==> config.mk <==
export PLATFORM = sky130hd
export DESIGN_NAME = alarm_clock_with_display_scan
export DESIGN_NICKNAME = d
export VERILOG_FILES = /design/src/sv/acds_pkg.sv /design/src/sv/acds_debounce.sv /design/src/sv/acds_display.sv /design/src/sv/acds_timekeep.sv /design/src/sv/alarm_clock_with_display_scan.sv
export SDC_FILE = /design/constraint.sdc
export NUM_CORES = 1
export LEC_CHECK = 0
export ABC_CLOCK_PERIOD_IN_PS = 9100
export BUFFER_PORTS_ARGS = -buffer_cell sky130_fd_sc_hd__buf_2
export CAP_MARGIN = 20
export CORE_MARGIN = 5
export CORE_UTILIZATION = 41
export DETAILED_ROUTE_END_ITERATION = 12
export PLACE_DENSITY_LB_ADDON = 0.05
export SLEW_MARGIN = 20
export SYNTH_ARGS = -nofsm -noshare
export SYNTH_HDL_FRONTEND = slang
export SYNTH_SLANG_ARGS = --single-unit
export TNS_END_PERCENT = 10
==> constraint.sdc <==
create_clock -name clk_i -period 9.1 [get_ports clk_i]
set_clock_uncertainty 0.1 [all_clocks]
set_input_delay 0.455 -clock clk_i [delete_from_list [all_inputs] [get_ports clk_i]]
set_output_delay 0.455 -clock clk_i [all_outputs]
set_load 0.1 [all_outputs]
==> src/sv/acds_pkg.sv <==
// Shared types, constants and digit helpers for the alarm clock with display scan.
`timescale 1ns / 1ps

package acds_pkg;

  localparam int unsigned CfgIndexWidth = 3;
  localparam int unsigned CfgDataWidth  = 16;
  localparam int unsigned InDataWidth   = 8;
  localparam int unsigned OutDataWidth  = 32;

  localparam logic [7:0] DpBit = 8'b1000_0000;
  localparam logic [4:0] NoonHour = 5'd12;

  // Anode-style patterns for digits 0..9; the cathode pattern is their inverse.
  localparam logic [7:0] ANODE_PAT [10] = '{
    8'b1100_0000, 8'b1111_1001, 8'b1010_0100, 8'b1011_0000, 8'b1001_1001,
    8'b1001_0010, 8'b1000_0010, 8'b1111_1000, 8'b1000_0000, 8'b1001_0000
  };

  typedef enum logic [CfgIndexWidth-1:0] {
    REG_ALARM_HOUR        = 3'd0,
    REG_ALARM_MINUTE      = 3'd1,
    REG_TICKS_PER_ADVANCE = 3'd2,
    REG_SETTLE_TICKS      = 3'd3,
    REG_RING_PERIODS      = 3'd4
  } reg_index_e;

  typedef enum logic [1:0] {
    SCAN_MIN_UNITS = 2'd0,
    SCAN_MIN_TENS  = 2'd1,
    SCAN_HR_UNITS  = 2'd2,
    SCAN_HR_TENS   = 2'd3
  } scan_e;

  typedef struct packed {
    logic [4:0]  alarm_hour;
    logic [5:0]  alarm_minute;
    logic [15:0] ticks_per_advance;
    logic [7:0]  settle_ticks;
    logic [7:0]  ring_periods;
  } cfg_t;

  typedef struct packed {
    logic       prev;
    logic       stable;
    logic [7:0] count;
    logic       fmt;
  } deb_state_t;

  typedef struct packed {
    logic [3:0] mu;
    logic [2:0] mt;
    logic [3:0] hu;
    logic [1:0] ht;
  } bcd_time_t;

  typedef struct packed {
    logic [15:0] prescale;
    bcd_time_t   clk_time;
    logic        ringing;
    logic [7:0]  ring_count;
  } tk_state_t;

  typedef struct packed {
    logic [2:0] tens;
    logic [3:0] units;
  } min_split_t;

  typedef struct packed {
    logic [1:0] tens;
    logic [3:0] units;
  } hr_split_t;

  function automatic logic [7:0] seg_of(input logic [3:0] digit);
    logic [7:0] pat;
    pat = 8'h00;
    if (digit <= 4'd9) begin
      pat = ~ANODE_PAT[digit];
    end
    return pat;
  endfunction

  function automatic min_split_t split_minute(input logic [5:0] m);
    min_split_t r;
    if (m >= 6'd60) begin
      r.tens = 3'd6;
    end else if (m >= 6'd50) begin
      r.tens = 3'd5;
    end else if (m >= 6'd40) begin
      r.tens = 3'd4;
    end else if (m >= 6'd30) begin
      r.tens = 3'd3;
    end else if (m >= 6'd20) begin
      r.tens = 3'd2;
    end else if (m >= 6'd10) begin
      r.tens = 3'd1;
    end else begin
      r.tens = 3'd0;
    end
    r.units = 4'(m - 6'(r.tens) * 6'd10);
    return r;
  endfunction

  function automatic hr_split_t split_hour(input logic [4:0] h);
    hr_split_t r;
    if (h >= 5'd30) begin
      r.tens = 2'd3;
    end else if (h >= 5'd20) begin
      r.tens = 2'd2;
    end else if (h >= 5'd10) begin
      r.tens = 2'd1;
    end else begin
      r.tens = 2'd0;
    end
    r.units = 4'(h - 5'(r.tens) * 5'd10);
    return r;
  endfunction

endpackage

==> src/sv/acds_debounce.sv <==
// Button debouncer and 12/24-hour format toggle, next-state logic.
`timescale 1ns / 1ps

module acds_debounce import acds_pkg::*; (
  input  logic       sample_i,
  input  logic [7:0] settle_ticks_i,
  input  deb_state_t cur_i,
  output deb_state_t nxt_o
);

  always_comb begin
    nxt_o = cur_i;
    if (sample_i != cur_i.prev) begin
      nxt_o.prev  = sample_i;
      nxt_o.count = 8'd0;
    end else if (cur_i.count < settle_ticks_i) begin
      nxt_o.count = cur_i.count + 8'd1;
    end
    // Only a settled rising edge flips the display format.
    if (nxt_o.count == settle_ticks_i && sample_i != cur_i.stable) begin
      nxt_o.stable = sample_i;
      if (sample_i) begin
        nxt_o.fmt = ~cur_i.fmt;
      end
    end
  end

endmodule

==> src/sv/acds_display.sv <==
// Digit multiplexer and seven-segment decode for the current scan position.
`timescale 1ns / 1ps

module acds_display import acds_pkg::*; (
  input  scan_e      scan_i,
  input  bcd_time_t  time_i,
  input  logic       twelve_i,
  output logic [3:0] digit_enable_o,
  output logic [7:0] segments_o,
  output logic       am_o
);

  logic [4:0] h24;
  logic [4:0] h12;
  logic [3:0] disp_t;
  logic [3:0] disp_u;

  assign h24  = 5'(time_i.ht) * 5'd10 + 5'(time_i.hu);
  assign am_o = (h24 < NoonHour);

  always_comb begin
    h12 = (h24 >= NoonHour) ? h24 - NoonHour : h24;
    if (h12 == 5'd0) begin
      h12 = NoonHour;
    end
    if (!twelve_i) begin
      disp_t = 4'(time_i.ht);
      disp_u = time_i.hu;
    end else if (h12 >= 5'd10) begin
      disp_t = 4'd1;
      disp_u = 4'(h12 - 5'd10);
    end else begin
      disp_t = 4'd0;
      disp_u = 4'(h12);
    end
  end

  always_comb begin
    digit_enable_o = 4'b0001 << scan_i;
    unique case (scan_i)
      SCAN_MIN_UNITS: segments_o = seg_of(time_i.mu);
      SCAN_MIN_TENS:  segments_o = seg_of(4'(time_i.mt));
      SCAN_HR_UNITS:  segments_o = seg_of(disp_u) | DpBit;
      SCAN_HR_TENS:   segments_o = (twelve_i && disp_t == 4'd0) ? 8'h00 : seg_of(disp_t);
      default:        segments_o = 8'h00;
    endcase
  end

endmodule

==> src/sv/acds_timekeep.sv <==
// Prescaler, BCD time advance and alarm ringing, next-state logic.
`timescale 1ns / 1ps

module acds_timekeep import acds_pkg::*; (
  input  cfg_t      cfg_i,
  input  tk_state_t cur_i,
  output tk_state_t nxt_o
);

  logic [16:0] pre_inc;
  logic        period;
  logic [8:0]  ring_next;
  logic        match;
  min_split_t  al_min;
  hr_split_t   al_hr;
  bcd_time_t   t;

  assign pre_inc   = {1'b0, cur_i.prescale} + 17'd1;
  assign period    = (pre_inc >= {1'b0, cfg_i.ticks_per_advance});
  assign al_min    = split_minute(cfg_i.alarm_minute);
  assign al_hr     = split_hour(cfg_i.alarm_hour);

  always_comb begin
    t = cur_i.clk_time;
    if (period) begin
      if (t.mu >= 4'd9) begin
        t.mu = 4'd0;
        if (t.mt >= 3'd5) begin
          t.mt = 3'd0;
          if (t.ht == 2'd2) begin
            if (t.hu >= 4'd3) begin
              t.hu = 4'd0;
              t.ht = 2'd0;
            end else begin
              t.hu = t.hu + 4'd1;
            end
          end else if (t.hu >= 4'd9) begin
            t.hu = 4'd0;
            t.ht = t.ht + 2'd1;
          end else begin
            t.hu = t.hu + 4'd1;
          end
        end else begin
          t.mt = t.mt + 3'd1;
        end
      end else begin
        t.mu = t.mu + 4'd1;
      end
    end
  end

  assign match = (t.mu == al_min.units) && (3'(t.mt) == al_min.tens) &&
                 (t.hu == al_hr.units) && (t.ht == al_hr.tens);

  always_comb begin
    nxt_o            = cur_i;
    nxt_o.clk_time   = t;
    nxt_o.prescale   = period ? 16'd0 : pre_inc[15:0];
    // The compare comes before the switch-off, so a start and a stop can meet.
    if (!cur_i.ringing && match) begin
      nxt_o.ringing    = 1'b1;
      nxt_o.ring_count = 8'd0;
    end
    ring_next = {1'b0, nxt_o.ring_count} + 9'd1;
    if (nxt_o.ringing && period) begin
      nxt_o.ring_count = ring_next[7:0];
      if (ring_next >= {1'b0, cfg_i.ring_periods}) begin
        nxt_o.ringing = 1'b0;
      end
    end
  end

endmodule

==> src/sv/alarm_clock_with_display_scan.sv <==
// Top level of the alarm clock: input register, tick logic, result register and settings.
`timescale 1ns / 1ps
// An accepted item waits in the input register; it is processed into the result register
// when that register is empty or being taken, and the result is then valid at the output.
// Throughput: one item per cycle; the input register advances whenever the result register
// is empty or being taken.
// Reset (asynchronous, active low) clears all clock state and loads the setting defaults.

module alarm_clock_with_display_scan import acds_pkg::*; (
  input  logic                     clk_i,
  input  logic                     rst_ni,
  input  logic                     s_axis_tvalid,
  output logic                     s_axis_tready,
  // Fields from bit 0: button_level, then zero fill.
  input  logic [InDataWidth-1:0]   s_axis_tdata,
  output logic                     m_axis_tvalid,
  input  logic                     m_axis_tready,
  // Fields from bit 0: digit_enable[3:0], segments[11:4], am_indicator[12],
  // alarm_indicator[13], twelve_hour_mode[14], clock_hours[19:15],
  // clock_minutes[25:20], then zero fill.
  output logic [OutDataWidth-1:0]  m_axis_tdata,
  input  logic                     cfg_we_i,
  input  logic [CfgIndexWidth-1:0] cfg_index_i,
  input  logic [CfgDataWidth-1:0]  cfg_data_i
);

  cfg_t       cfg_q;
  logic       in_valid_q;
  logic       in_button_q;
  logic       out_valid_q;
  logic [OutDataWidth-1:0] out_data_q, out_data_d;
  scan_e      scan_q, scan_d;
  deb_state_t deb_q, deb_d;
  tk_state_t  tk_q, tk_d;
  logic       advance;

  logic [3:0] digit_enable;
  logic [7:0] segments;
  logic       am;
  logic [4:0] hours;
  logic [5:0] minutes;

  assign advance       = in_valid_q && (!out_valid_q || m_axis_tready);
  assign s_axis_tready = !in_valid_q || advance;
  assign m_axis_tvalid = out_valid_q;
  assign m_axis_tdata  = out_data_q;

  acds_debounce u_debounce (
    .sample_i       (in_button_q),
    .settle_ticks_i (cfg_q.settle_ticks),
    .cur_i          (deb_q),
    .nxt_o          (deb_d)
  );

  acds_display u_display (
    .scan_i         (scan_q),
    .time_i         (tk_q.clk_time),
    .twelve_i       (deb_d.fmt),
    .digit_enable_o (digit_enable),
    .segments_o     (segments),
    .am_o           (am)
  );

  acds_timekeep u_timekeep (
    .cfg_i (cfg_q),
    .cur_i (tk_q),
    .nxt_o (tk_d)
  );

  assign scan_d  = scan_e'(scan_q + 2'd1);
  assign hours   = 5'(tk_d.clk_time.ht) * 5'd10 + 5'(tk_d.clk_time.hu);
  assign minutes = 6'(tk_d.clk_time.mt) * 6'd10 + 6'(tk_d.clk_time.mu);
  assign out_data_d = {6'd0, minutes, hours, deb_d.fmt, tk_d.ringing, am, segments,
                       digit_enable};

  always_ff @(posedge clk_i or negedge rst_ni) begin
    if (!rst_ni) begin
      cfg_q.alarm_hour        <= 5'd3;
      cfg_q.alarm_minute      <= 6'd5;
      cfg_q.ticks_per_advance <= 16'd200;
      cfg_q.settle_ticks      <= 8'd5;
      cfg_q.ring_periods      <= 8'd30;
    end else if (cfg_we_i) begin
      unique case (cfg_index_i)
        REG_ALARM_HOUR:        cfg_q.alarm_hour        <= cfg_data_i[4:0];
        REG_ALARM_MINUTE:      cfg_q.alarm_minute      <= cfg_data_i[5:0];
        REG_TICKS_PER_ADVANCE: cfg_q.ticks_per_advance <= cfg_data_i;
        REG_SETTLE_TICKS:      cfg_q.settle_ticks      <= cfg_data_i[7:0];
        REG_RING_PERIODS:      cfg_q.ring_periods      <= cfg_data_i[7:0];
        default: ;
      endcase
    end
  end

  always_ff @(posedge clk_i or negedge rst_ni) begin
    if (!rst_ni) begin
      in_valid_q  <= 1'b0;
      out_valid_q <= 1'b0;
      scan_q      <= SCAN_MIN_UNITS;
      deb_q       <= '0;
      tk_q        <= '0;
    end else begin
      if (s_axis_tvalid && s_axis_tready) begin
        in_valid_q <= 1'b1;
      end else if (advance) begin
        in_valid_q <= 1'b0;
      end
      if (advance) begin
        out_valid_q <= 1'b1;
        scan_q      <= scan_d;
        deb_q       <= deb_d;
        tk_q        <= tk_d;
      end else if (m_axis_tready) begin
        out_valid_q <= 1'b0;
      end
    end
  end

  // Payload registers carry no reset.
  always_ff @(posedge clk_i) begin
    if (s_axis_tvalid && s_axis_tready) begin
      in_button_q <= s_axis_tdata[0];
    end
    if (advance) begin
      out_data_q <= out_data_d;
    end
  end

endmodule

==> run metrics, run 1 <==
ys flop type dfrtp_1; CP Capture Type flop; Mapped Area between 8000 and 9000 um^2; Power Internal 1471 uW; Placement Rows 53; antenna cells 0; Worst IR Drop VDD 0.0001227 V; RSZ-0062 raised after global routing no; status completed; PostCTS Resize Cnt 0; Vias 7063; total wire length 21.13 mm; sequential area share after synthesis 36.72%; Critical Path Stages 30; number of synthesized register bits 123; Synth-to-Final Area Change 12.86%; share of power burned in registers 31.5%; CP max-delay cell or4_1; post-route insts no fill ~1300; setup_tns 0 ns; die footprint ~24000 um^2; Crit Path Max Fanout 8; Net Sw Power 956.4 uW; H-tree levels 4; nets 1140; GRT Overall Usage 17.99%; Post-synth EDFFs 27; CTS root buf clkbuf_16; clock share of power 29.5%; Clk Latency, worst-skew pair 0.42 ns; Mapped Avg Cell Area roughly 8.9 um^2; yosys warns 0; TritonCTS clock tree done; Syn Inst Count 988; endpoints failing hold 0; Initial Util 41.70%; most used cell, CP nor2b_1; fin crit share about 83%; Hold WC Path Type primary input to asynchronous set/reset pin; critical path's largest stage delay 0.54 ns; vias in the first global route approximately 6900; first-pass GRT wire length 35.45 mm; Vias/cell about 5.4; pre-CTS setup slack between 1.5 and 2 ns; layout cells sized above 1 13.68%; pin slew with the least headroom to its limit around 0.9 ns; Yosys cell types 80; cts hold-fix bufs 0; DP Cell Count 1288; Startpoint Class flop; Routed Antenna Nets 0; Required @ worst endpoint slightly above 9 ns; max cap viols 0; post-route minimum period around 7.5 ns; R2R Setup Slk between 1.5 and 2 ns; Peak Freq 133.0 MHz; # setup viols final 0; worst reg2reg path depth 30; boundary pin count between 60 and 70; pin count of the biggest net entering global routing 58; DR DRC count 0; remaining global-route overflow 0; Crit Path Class flop to flop; hold_ws 0.007141 ns; r2r endpoint m_axis_tdata[13]$_DFFE_PP_; PwrDens 244.6 nW/um^2; crit path DAT 7.69 ns; WP buf/inv 0; Pre-antenna DRT Iters 5; asr flop ratio synth 78.05%; hpwl dp between 15 and 20 mm; Sw Ratio 39.40%; WL per Instance 16.00 um; die width 156.5 um; Critical R2R Launch tk_q[24]$_DFFE_PN0P_; relative slew slack 40.26%; total CTS buffers 17; Die Y 156.5 um; Final Wtd Congestion 0.8219; Post-CTS Setup Inserts 0; initial antenna violation count 0; floorplan core area around 21000 um^2; Clock Path Buffers 2; max-slew violations 0; worst setup margin around 1.6 ns; Pleak 0.004547 uW; PortBufs 52; CP delay by family, top simple AND/OR/NAND/NOR gates; share of power burned in combinational logic 39.0%; final core utilization a little under half; Worst-path clk slew 0.06 ns; clk sinks 123; Iter 0 DRT Violations 338; Fillers 2086
worst reg2reg max path, delay by kind of cell, from the launching register on:
kind | cells | cell delay, ns
xor gates and xnor gates | 1 | 0.15
adders and majority gates | 3 | 0.93
DFF | 1 | 0.43
AOI/OAI and AO/OA | 11 | 2.47
and+or+nand+nor | 15 | 3.29
metal layers:
layer  routed length [um]  up-vias  part of all wire (%)  global-route usage (%)
met2                10260      122                    49                   30.03
met5                    0        -                     0                       0
met4                  330        0                   1.6                   5.083
met3                  657       25                   3.1                   3.706
met1                 9881     3352                    47                   23.75
li1                     -     3564                     -                       -
registers in the layout, summed over array words and instances, names as in the netlist:
register       flops
deb_q             11
in_valid_q         1
m_axis_tdata      26
cfg_q             43
tk_q              38
m_axis_tvalid      1
in_button_q        1
scan_q             2
power groups by stage:
stage	registers, uW	clock network, uW	logic [uW]
final	764	716	948
after global routing	780	762	1060
after CTS	765	735	959
after detailed placement	774	0	949
after global placement	772	0	949
after floorplan	949	0	577
cells in the mapped netlist, drive strengths merged, types with 16 or more instances:
| cell | number | area share [%] |
|---|---|---|
| o21ai | 100 | 5.7 |
| a21oi | 45 | 2.6 |
| mux2 | 25 | 3.2 |
| edfxtp | 27 | 9.2 |
| nand2 | 124 | 5.3 |
| inv | 80 | 3.4 |
| and3 | 16 | 1.1 |
| clkbuf | 30 | 1.3 |
| nor2b | 18 | 1.3 |
| dfrtp | 83 | 24 |
| nand3 | 26 | 1.5 |
| xnor2 | 44 | 4.6 |
| ha | 71 | 10 |
| nor2 | 68 | 2.9 |
cells by family (layout without fill, tap and decap cells):
group                      after synthesis  after routing  synth area share (%)
muxes                                   33             33                 4.297
xor gates and xnor gates                55             55                 5.692
other                                    1              6               0.04265
AOI/OAI and AO/OA                      255            255                 18.64
buffers and inverters                  123            175                 5.805
adders and majority gates               77             77                 11.35
and+or+nand+nor                        321            321                 17.44
DFF                                    123            123                 36.72
placed cells by master, fill, tap and decap left out, types with 7 or more instances in the layout:
cell / instances
xor2_1: 11
dfstp_2: 13
clkbuf_16: 18
a211o_1: 7
nand2_1: 124
nand3_1: 26
dfrtp_1: 83
and2_1: 7
mux2_2: 24
nor3_1: 15
nor2_1: 68
a21o_1: 15
a22o_1: 12
and3_1: 16
buf_2: 51
ha_1: 71
xnor2_1: 43
a31oi_1: 10
a21oi_1: 45
o21ai_0: 95
edfxtp_1: 27
nor2b_1: 18
mux2i_1: 7
buf_4: 10
inv_1: 79
nand2b_1: 10
stage by stage:
step / total power, uW / cell area, um^2
6_report: 2428 / 9925
4_1_cts: 2459 / 9925
5_1_grt: 2598 / 9925
3_5_place_dp: 1723 / 9301
3_3_place_gp: 1721 / 9301
2_1_floorplan: 1526 / 8812
worst max path at each step:
stage | startpoint | end | slack [ns]
2_1_floorplan | tk_q[24]$_DFFE_PN0P_ | m_axis_tdata[13]$_DFFE_PP_ | 2.78
3_3_place_gp | tk_q[24]$_DFFE_PN0P_ | m_axis_tdata[13]$_DFFE_PP_ | 1.61
3_5_place_dp | tk_q[24]$_DFFE_PN0P_ | m_axis_tdata[13]$_DFFE_PP_ | 1.50
4_1_cts | tk_q[24]$_DFFE_PN0P_ | m_axis_tdata[13]$_DFFE_PP_ | 1.50
5_1_grt | tk_q[24]$_DFFE_PN0P_ | tk_q[8]$_DFFE_PN0P_ | 0.86
6_report | tk_q[24]$_DFFE_PN0P_ | m_axis_tdata[13]$_DFFE_PP_ | 1.58
layout make-up:
cell class	instances	area [um^2]	area share, %
Clock buffer	22	485.5	4.892
Sequential cell	123	3229	32.54
Tap cell	275	344.1	3.467
Timing Repair Buffer	61	330.3	3.328
Multi-Input combinational cell	747	5087	51.26
Inverter	82	310.3	3.127
Clock inverter	10	137.6	1.387
(Power assumes the default switching activity.)
==> inputs of run 2 (changes only) <==
ABC_CLOCK_PERIOD_IN_PS = 7200   (was 9100)
clock period = 7.2 ns   (was 9.1 ns; I/O delays follow)
==> run 2 against run 1 <==
Setup slack got worse by 1.0 ns. Non-clock buffer count increased by 4. Sequential cell count unchanged. Fmax increased by 13%. Total power increased by 24%. Via count increased by 0.50%. Final area about the same. Global-route usage decreased by 0.23 points. Worst hold slack improved by 0.014 ns. Count of clock-buffer cells in the layout increased by 4. Routed wire length increased by 0.78%. Highest routed layer unchanged.
==> run metrics, run 2 (synthesis results as in run 1) <==
hpwl dp 15.35 mm (+0.11%); PwrDens 303.1 nW/um^2 (+24%); post-route minimum period 6.659 ns (-0.8593 ns); Hold WC Path Type primary input to flop; PortBufs 52 (unchanged); Crit Path Class flop to flop; max-slew violations 0 (unchanged); Reg with most FFs cfg_q; floorplan core area 21090 um^2 (unchanged); final core utilization 47.05% (about the same); pin slew with the least headroom to its limit 0.9327 ns (+0.03972 ns); Pre-antenna DRT Iters 5 (unchanged); Required @ worst endpoint 7.38 ns (-1.90 ns); DR DRC count 0 (unchanged); total wire length 21.29 mm (+0.78%); boundary pin count 66 (unchanged); WL per Instance 16.08 um (+0.48%); Routed Antenna Nets 0 (unchanged); first-pass GRT wire length 35.11 mm (-0.97%); antenna cells 0 (unchanged); Pleak 0.004550 uW (about the same); setup_tns 0 ns (unchanged); max reg flops 43 (unchanged); CP Capture Type flop; initial antenna violation count 0 (unchanged); total power 3007 uW (+24%); CP max-delay cell or4_1; RSZ-0062 raised after global routing no; most frequent cells in the layout 124 x nand2_1, 94 x o21ai_0, 83 x dfrtp_1; Worst IR Drop VDD 0.0001723 V (+40%); worst reg2reg path depth 30 (unchanged); Worst-path clk slew 0.06 ns (about the same); Startpoint Class flop; remaining global-route overflow 0 (unchanged); commonest non-fill, non-tap cell in the layout nand2_1; TritonCTS clock tree done; H-tree levels 4 (unchanged); die footprint 24480 um^2 (unchanged); crit path DAT 6.84 ns (-0.85 ns); Finished Cell Area 9921 um^2 (about the same); hold path depth 1; Crit Path Max Fanout 7 (-1); total CTS buffers 17 (unchanged); Clock Path Buffers 2 (unchanged); GRT Overall Usage 17.76% (-0.23 points); CTS root buf clkbuf_16; endpoints failing hold 0 (unchanged); status completed; fin crit share 92.49% (+9.9 points); nets 1144 (+0.35%); critical path's largest stage delay 0.55 ns (about the same); clk sinks 123 (unchanged); Die Y 156.5 um (unchanged); pin count of the biggest net entering global routing 65 (+12%); Post-CTS Setup Inserts 0 (unchanged); Placement Rows 53 (unchanged); Vias/cell 5.361 (+0.19%); Synth-to-Final Area Change 12.82% (about the same); Iter 0 DRT Violations 420 (+24%); Peak Freq 150.2 MHz (+13%); # setup viols final 0 (unchanged); placed cell area 9324 um^2 (+0.24%); Initial Util 41.70% (unchanged); layout cells sized above 1 14.30% (+0.62 points); relative slew slack 37.37% (-2.9 points); Vias 7098 (+0.50%); die width 156.5 um (unchanged); Final Wtd Congestion 0.8278 (+0.72%); max cap viols 0 (unchanged); vias in the first global route 6955 (+1.3%); Clk Latency, worst-skew pair 0.41 ns (about the same); Fillers 2102 (+0.77%)
## run 2: cell count changes in the layout (fill, tap and decap cells not counted), moves of 2 or more
cell	change
bufinv_16	-2
clkinvlp_4	-2
clkbuf_8	+3
buf_4	+3
clkbuf_1	+2
## run 2: path summary, 6_finish.rpt
kind / from / to / slack [ns]
worst min-delay path: s_axis_tdata[0] / in_button_q$_DFFE_PP_ / 0.02
worst min register to register: in_valid_q$_DFFE_PN0P_ / m_axis_tvalid$_DFFE_PN0P_ / 0.39
min in group asynchronous: rst_ni / deb_q[10]$_DFFE_PN0P_ / 0.33
max in group asynchronous: rst_ni / tk_q[24]$_DFFE_PN0P_ / 5.43
worst max register to register: tk_q[24]$_DFFE_PN0P_ / m_axis_tdata[13]$_DFFE_PP_ / 0.54
worst max-delay path: tk_q[24]$_DFFE_PN0P_ / m_axis_tdata[13]$_DFFE_PP_ / 0.54
## run 2: what timing repair did
item,in CTS,in global routing
setup endpoints to repair,0,2
hold endpoints to repair,28,0
resized for setup,0,8
hold buffers,1,0
## run 2: layer usage
| metal | up-vias | GRT usage, % | part of all wire, % |
|---|---|---|---|
| met3 | 24 | 3.014 | 2.6 |
| li1 | 3584 | - | - |
| met5 | - | 0 | 0 |
| met4 | 0 | 4.463 | 1.3 |
| met1 | 3399 | 23.66 | 48 |
| met2 | 91 | 30.13 | 48 |
## run 2: power by group
part / internal, uW / leakage, uW / total (uW) / switching, uW
clock: 521 / 0.000285 / 840 / 319
combinational: 408 / 0.00279 / 1200 / 792
sequential: 869 / 0.00148 / 966 / 97.8
## run 2: layout make-up
type                       count  area (um^2)  share of cell area [%]
timing repair buffer          65        362.8                   3.657
tap                          275        344.1                   3.468
sequential                   123         3229                   32.55
clock buffer                  26        509.2                   5.133
inverter                      82        310.3                   3.128
multi-input combinational    747         5105                   51.46
clock inverter                 6        60.06                  0.6054
## run 2: per-stage QoR
step                      setup slack [ns]  std cells  hold slack (ns)
after floorplan                     0.8815        993         -0.03559
after global placement              0.2707       1291           0.2376
after detailed placement            0.1145       1291           0.2393
after CTS                          0.07324       1324         0.002433
after global routing               0.02965       1324         0.009451
final                               0.5406       1324          0.02086
## run 2: worst max-delay path: cells and delay by family, from the launching register on
kind,cells,cell delay [ns]
compound gates,11,2.22
flops,1,0.42
simple gates,15,2.75
fa+ha+maj,3,0.89
xor+xnor,1,0.15
